**src/hdl/ais_pkg.sv**
```systemverilog
`timescale 1ns / 1ps
// ----------------------------------------------------------------------------
// ais_pkg
// Shared constants and types for the ascending integer sorter.
// ----------------------------------------------------------------------------
package ais_pkg;

   // fixed port width of the value fields
   localparam int VALUE_BITS        = 32;

   // defaults for the top level parameters
   localparam int MAX_ITEMS_DEF     = 64;
   localparam int VALUE_WIDTH_DEF   = 32;

   // per-cycle command broadcast to every cell of the chain
   typedef struct packed {
      logic insert;   // place the incoming word in sorted position
      logic shift;    // move every held word one cell toward the output
   } ctrl_type;

endpackage

```
**src/hdl/ais_cell.sv**
```systemverilog
`timescale 1ns / 1ps
// ----------------------------------------------------------------------------
// ais_cell
// One slot of the insertion chain. It holds one value and a valid bit,
// compares the broadcast word against its value, and trades values with
// its neighbors on insert and on drain.
// ----------------------------------------------------------------------------
module ais_cell #(
   parameter int VALUE_WIDTH = ais_pkg::VALUE_WIDTH_DEF
) (
   input  logic                    clock,
   input  logic                    reset,
   input  ais_pkg::ctrl_type       ctrl,
   input  logic [VALUE_WIDTH-1:0]  new_value,
   input  logic                    left_valid,
   input  logic                    left_gt,
   input  logic [VALUE_WIDTH-1:0]  left_value,
   input  logic                    right_valid,
   input  logic [VALUE_WIDTH-1:0]  right_value,
   output logic                    valid,
   output logic                    gt,
   output logic [VALUE_WIDTH-1:0]  value
);

   logic                   valid_ff;
   logic                   valid_in;
   logic [VALUE_WIDTH-1:0] value_ff;
   logic [VALUE_WIDTH-1:0] value_in;
   logic [VALUE_WIDTH-1:0] own_key;
   logic [VALUE_WIDTH-1:0] new_key;
   logic                   take;

   // flipping the sign bit turns signed order into unsigned order
   assign own_key = {~value_ff[VALUE_WIDTH-1], value_ff[VALUE_WIDTH-2:0]};
   assign new_key = {~new_value[VALUE_WIDTH-1], new_value[VALUE_WIDTH-2:0]};

   // strictly greater keeps equal values in arrival order
   assign gt   = valid_ff && (own_key > new_key);
   // cells above the insertion point move up, the first empty cell fills
   assign take = gt || (!valid_ff && left_valid);

   always_comb begin
      valid_in = valid_ff;
      value_in = value_ff;
      if (ctrl.shift) begin
         valid_in = right_valid;
         value_in = right_value;
      end else if (ctrl.insert && take) begin
         valid_in = 1'b1;
         value_in = left_gt ? left_value : new_value;
      end
   end

   always_ff @(posedge clock) begin
      if (reset) begin
         valid_ff <= 1'b0;
      end else begin
         valid_ff <= valid_in;
      end
   end

   always_ff @(posedge clock) begin
      value_ff <= value_in;
   end

   assign valid = valid_ff;
   assign value = value_ff;

endmodule

```
**config.mk**
```make
export PLATFORM = sky130hd
export DESIGN_NAME = ais_cell
export DESIGN_NICKNAME = d
export VERILOG_FILES = /design/src/hdl/ais_pkg.sv /design/src/hdl/ais_cell.sv
export SDC_FILE = /design/constraint.sdc
export NUM_CORES = 1
export LEC_CHECK = 0
export CAP_MARGIN = 20
export CORE_ASPECT_RATIO = 1.4
export CORE_MARGIN = 2
export CORE_UTILIZATION = 45
export CTS_BUF_LIST = sky130_fd_sc_hd__clkbuf_2 sky130_fd_sc_hd__clkbuf_4 sky130_fd_sc_hd__clkbuf_8
export DETAILED_ROUTE_END_ITERATION = 6
export DONT_BUFFER_PORTS = 1
export PLACE_DENSITY = 0.61
export SYNTH_ARGS = -nofsm -noshare
export SYNTH_HDL_FRONTEND = slang
export SYNTH_SLANG_ARGS = --single-unit
export TNS_END_PERCENT = 100
```
**constraint.sdc**
```tcl
create_clock -name clock -period 3.2 [get_ports clock]
set_input_delay 0.48 -clock clock [delete_from_list [all_inputs] [get_ports clock]]
set_output_delay 0.48 -clock clock [all_outputs]
set_load 0.02 [all_outputs]
```
==> summary by stage <==
Outcome
The run finished with clean final reports.

Cells and area
The number of standard cells in the layout, taps in and fillers out is 331. The number of antenna diodes is 0. The number of fill cells in the layout is 548.

The area added between synthesis and finish is 5.56%. The proportion of layout cells with a drive suffix above 1 is 0.0494. The net count reported at finish is 398. The most frequent standard cell in the layout excluding fill and tap cells is nand2_1.

After routing the design area is 2660 um^2. The library cells used most frequently in the layout, excluding fill and tap cells, are nand2_1, o21ai_0, inv_1.

Route
The count of vias placed by the detailed router is 1875. The final antenna-violating net count is 0. The total detailed-routing wirelength is 5.43 mm. The number of iterations in the first detailed-routing pass is 4. The wire length per cell is 16.4 um.

The starting DRC count in detailed routing is 55. Dividing the detail-routed via count by the number of cells gives 5.66. The number of DRC violations after detailed routing is 0.

Timing
The sum of negative setup slack is 0 ns. The final worst clock skew is 0.00547 ns. Based on the critical path, the design can be clocked at up to 349 MHz. Setup repair after global routing left no endpoint under its margin. The share of the clock period used by the worst path after layout is 0.895. Headroom to the max-slew limit came out at 0.653.

The clock period minus worst slack is 2.86 ns. The max-slew violation count is 0. The hold violation count in the final report came to 0.

The slew at the pin closest to its max-slew limit is 0.520 ns. Setup violations remaining at the end of the flow were counted as 0.

Hold path
The worst hold path terminates at valid. The min-delay analysis places its worst path in the category in2reg. Counting instances, the worst hold path has a depth of 1. The startpoint identified for the worst hold timing path is reset.

Clock network
After clock tree synthesis, the flow added hold-fix buffers numbering 0. The clock passes through at most 2 buffers. The number of clock buffers inserted by TritonCTS is 5.

The depth of the CTS H-tree is 2. Gates resized during post-CTS repair numbered 0. The number of setup buffers added after CTS is 0. After clock tree synthesis, the clock-pin slew on the worst setup and hold paths is 0.07 ns. The root buffer cell is clkbuf_8. The insertion delay to the later sink of the worst-skew pair is 0.27 ns.

The TritonCTS clock tree is yes. The TritonCTS sink count is 33.

Place
The placed instances occupy a cell area of 2580 um^2. The count of buffers added on input and output ports is 0. The final weighted congestion of routability-driven global placement is 0.694.

The HPWL after detailed placement is 4.39 mm. The cell total after placement is 324.

Critical path
For flop-to-flop paths, the worst setup slack is 0.72 ns. The arrival time of the worst setup path is 2.38 ns. The top fanout value on the critical path is 4. The setup path with the least slack is of type reg2out. STA classifies the critical path endpoint as a primary output.

The worst setup path is launched from a flop. The critical path required time is 2.72 ns. The number of cells on the worst reg-to-reg path is 8.

The startpoint of the most critical register-to-register path is value[31]. The endpoint identified for the worst register-to-register timing path is value[9].

Job
Max-cap violations in this run came to 0.

Pwr
The power density of the placed cells is 418 nW/um^2. The design draws 1.11 mW. The worst-case IR drop observed on VDD is 0.282 mV.

For this design the static power due to leakage is 1.23 nW.

Global routing
In the global route stage, met2 resource usage came out at 0.336. The via count of the first global-routing pass was 1882. For this run, global-route usage on met1 was measured as 0.176. The overflow left after global routing is 0. The largest net degree at the start of global routing is 68.

The number of antenna violations at the first check in global routing is 0. The first global-routing pass estimated 8.29 mm of wire. The global-route usage over all layers is 0.176. The layer with the highest usage is met2. For met3 alone, demand over resource in global routing was 0.0510.

Floorplanning
The floorplan die width is 67.3 um. The die area is 6230 um^2. The vertical extent of the die is 92.6 um. For this configuration, the core starts out at a cell density of 0.463. The number of placed I/O pins is 137. The core region is 5450 um^2. After floorplanning, the core was divided into 32 placement rows.

Yosys
Synthesis produced 265 cells. Averaged over all synthesized cells, the footprint is 9.52 um^2. In this run, synthesis produced a sequential element count of 33. The portion of the post-synthesis area used by sequential elements is 0.389. For this run, the number of Yosys warnings is 0.

Counting distinct cell types in the post-synthesis netlist gives 30. In this run the cell area of the synthesized design comes to 2520 um^2. The synthesized net count is 400.
[cells by family (layout without fill, tap and decap cells)]
| family | Yosys count | after routing | share of synthesized area |
|---|---|---|---|
| adders and majority gates | 32 | 32 | 0.159 |
| and+or+nand+nor | 60 | 60 | 0.109 |
| muxes | 32 | 32 | 0.127 |
| AOI/OAI and AO/OA | 64 | 64 | 0.149 |
| buffers and inverters | 44 | 42 | 0.0670 |
| DFF | 33 | 33 | 0.389 |
[critical path, stage by stage, from the launching register on]
cell      delay (ns)
edfxtp_1        0.47
inv_1           0.07
ha_1            0.32
nand4_1         0.19
or2_1           0.30
a211oi_2        0.23
nor3_1          0.10
a21boi_1        0.43
[worst max path at each step]
| stage | end | from | depth (start not counted) | slack [ns] |
|---|---|---|---|---|
| after CTS | gt | value[31] | 7 | 0.28 |
| after floorplan | value[0] | value[14] | 6 | 0.19 |
| after global placement | gt | value[14] | 5 | 0.67 |
| final | gt | value[31] | 7 | 0.34 |
| after global routing | gt | value[31] | 7 | 0.16 |
| after detailed placement | gt | value[31] | 7 | 0.60 |
[through the flow]
| stage | util | hold slack [ns] | setup WS (ns) |
|---|---|---|---|
| 3_5_place_dp | 0.474 | 0.557 | 0.597 |
| 3_3_place_gp | 0.474 | 0.556 | 0.666 |
| 2_1_floorplan | - | 0.552 | 0.188 |
| 4_1_cts | 0.489 | 0.262 | 0.282 |
| 5_1_grt | 0.489 | 0.257 | 0.158 |
| 6_report | 0.489 | 0.275 | 0.336 |
[registers in the layout, indices dropped and copies added, names as in the netlist]
register,count
valid,1
value,32
[where the power goes]
part | total [mW] | internal (mW) | leakage (nW) | switching [mW]
combinational | 0.200 | 0.0943 | 0.857 | 0.106
clock | 0.300 | 0.155 | 0.0421 | 0.145
sequential | 0.614 | 0.532 | 0.333 | 0.0828
total | 1.11 | 0.781 | 1.23 | 0.333
[per-layer routing]
layer | wire, um | up-vias
met2 | 3010 | 87
met3 | 456 | 2
met5 | 0 | -
met4 | 44 | 0
met1 | 1920 | 839
li1 | - | 947
[synth_stat cells (all sizes together)]
master    n  area [um^2]
ha       32          400
o31ai     2         15.0
dfxtp     1         20.0
o21a      1         7.51
a2111oi   1         15.0
nand4     8         56.3
or2       1         6.26
o311ai    1         8.76
nor3      1         5.00
a31oi     1         6.26
and2      1         6.26
a21oi    16         83.8
a21o      4         30.0
clkbuf    8         30.0
mux2i    32          320
buf       3         15.0
a221o     1         10.0
nor4      3         18.8
nor2      3         11.3
a21boi    1         7.51
edfxtp   32          961
a211oi    1         12.5
o211ai    2         15.0
nand2    36          135
o21ai    33          165
nor2b     1         6.26
inv      33          124
nand3     6         30.0
[cell type report]
class	instances	area, um^2	area share
multi-input cells	188	1380	0.517
flip-flops and latches	33	981	0.368
clock buffers	6	76.3	0.0287
repair buffers	2	15.0	0.00564
well taps	68	85.1	0.0320
inverters	33	124	0.0465
clock inverters	1	3.75	0.00141
(Power assumes the default switching activity.)
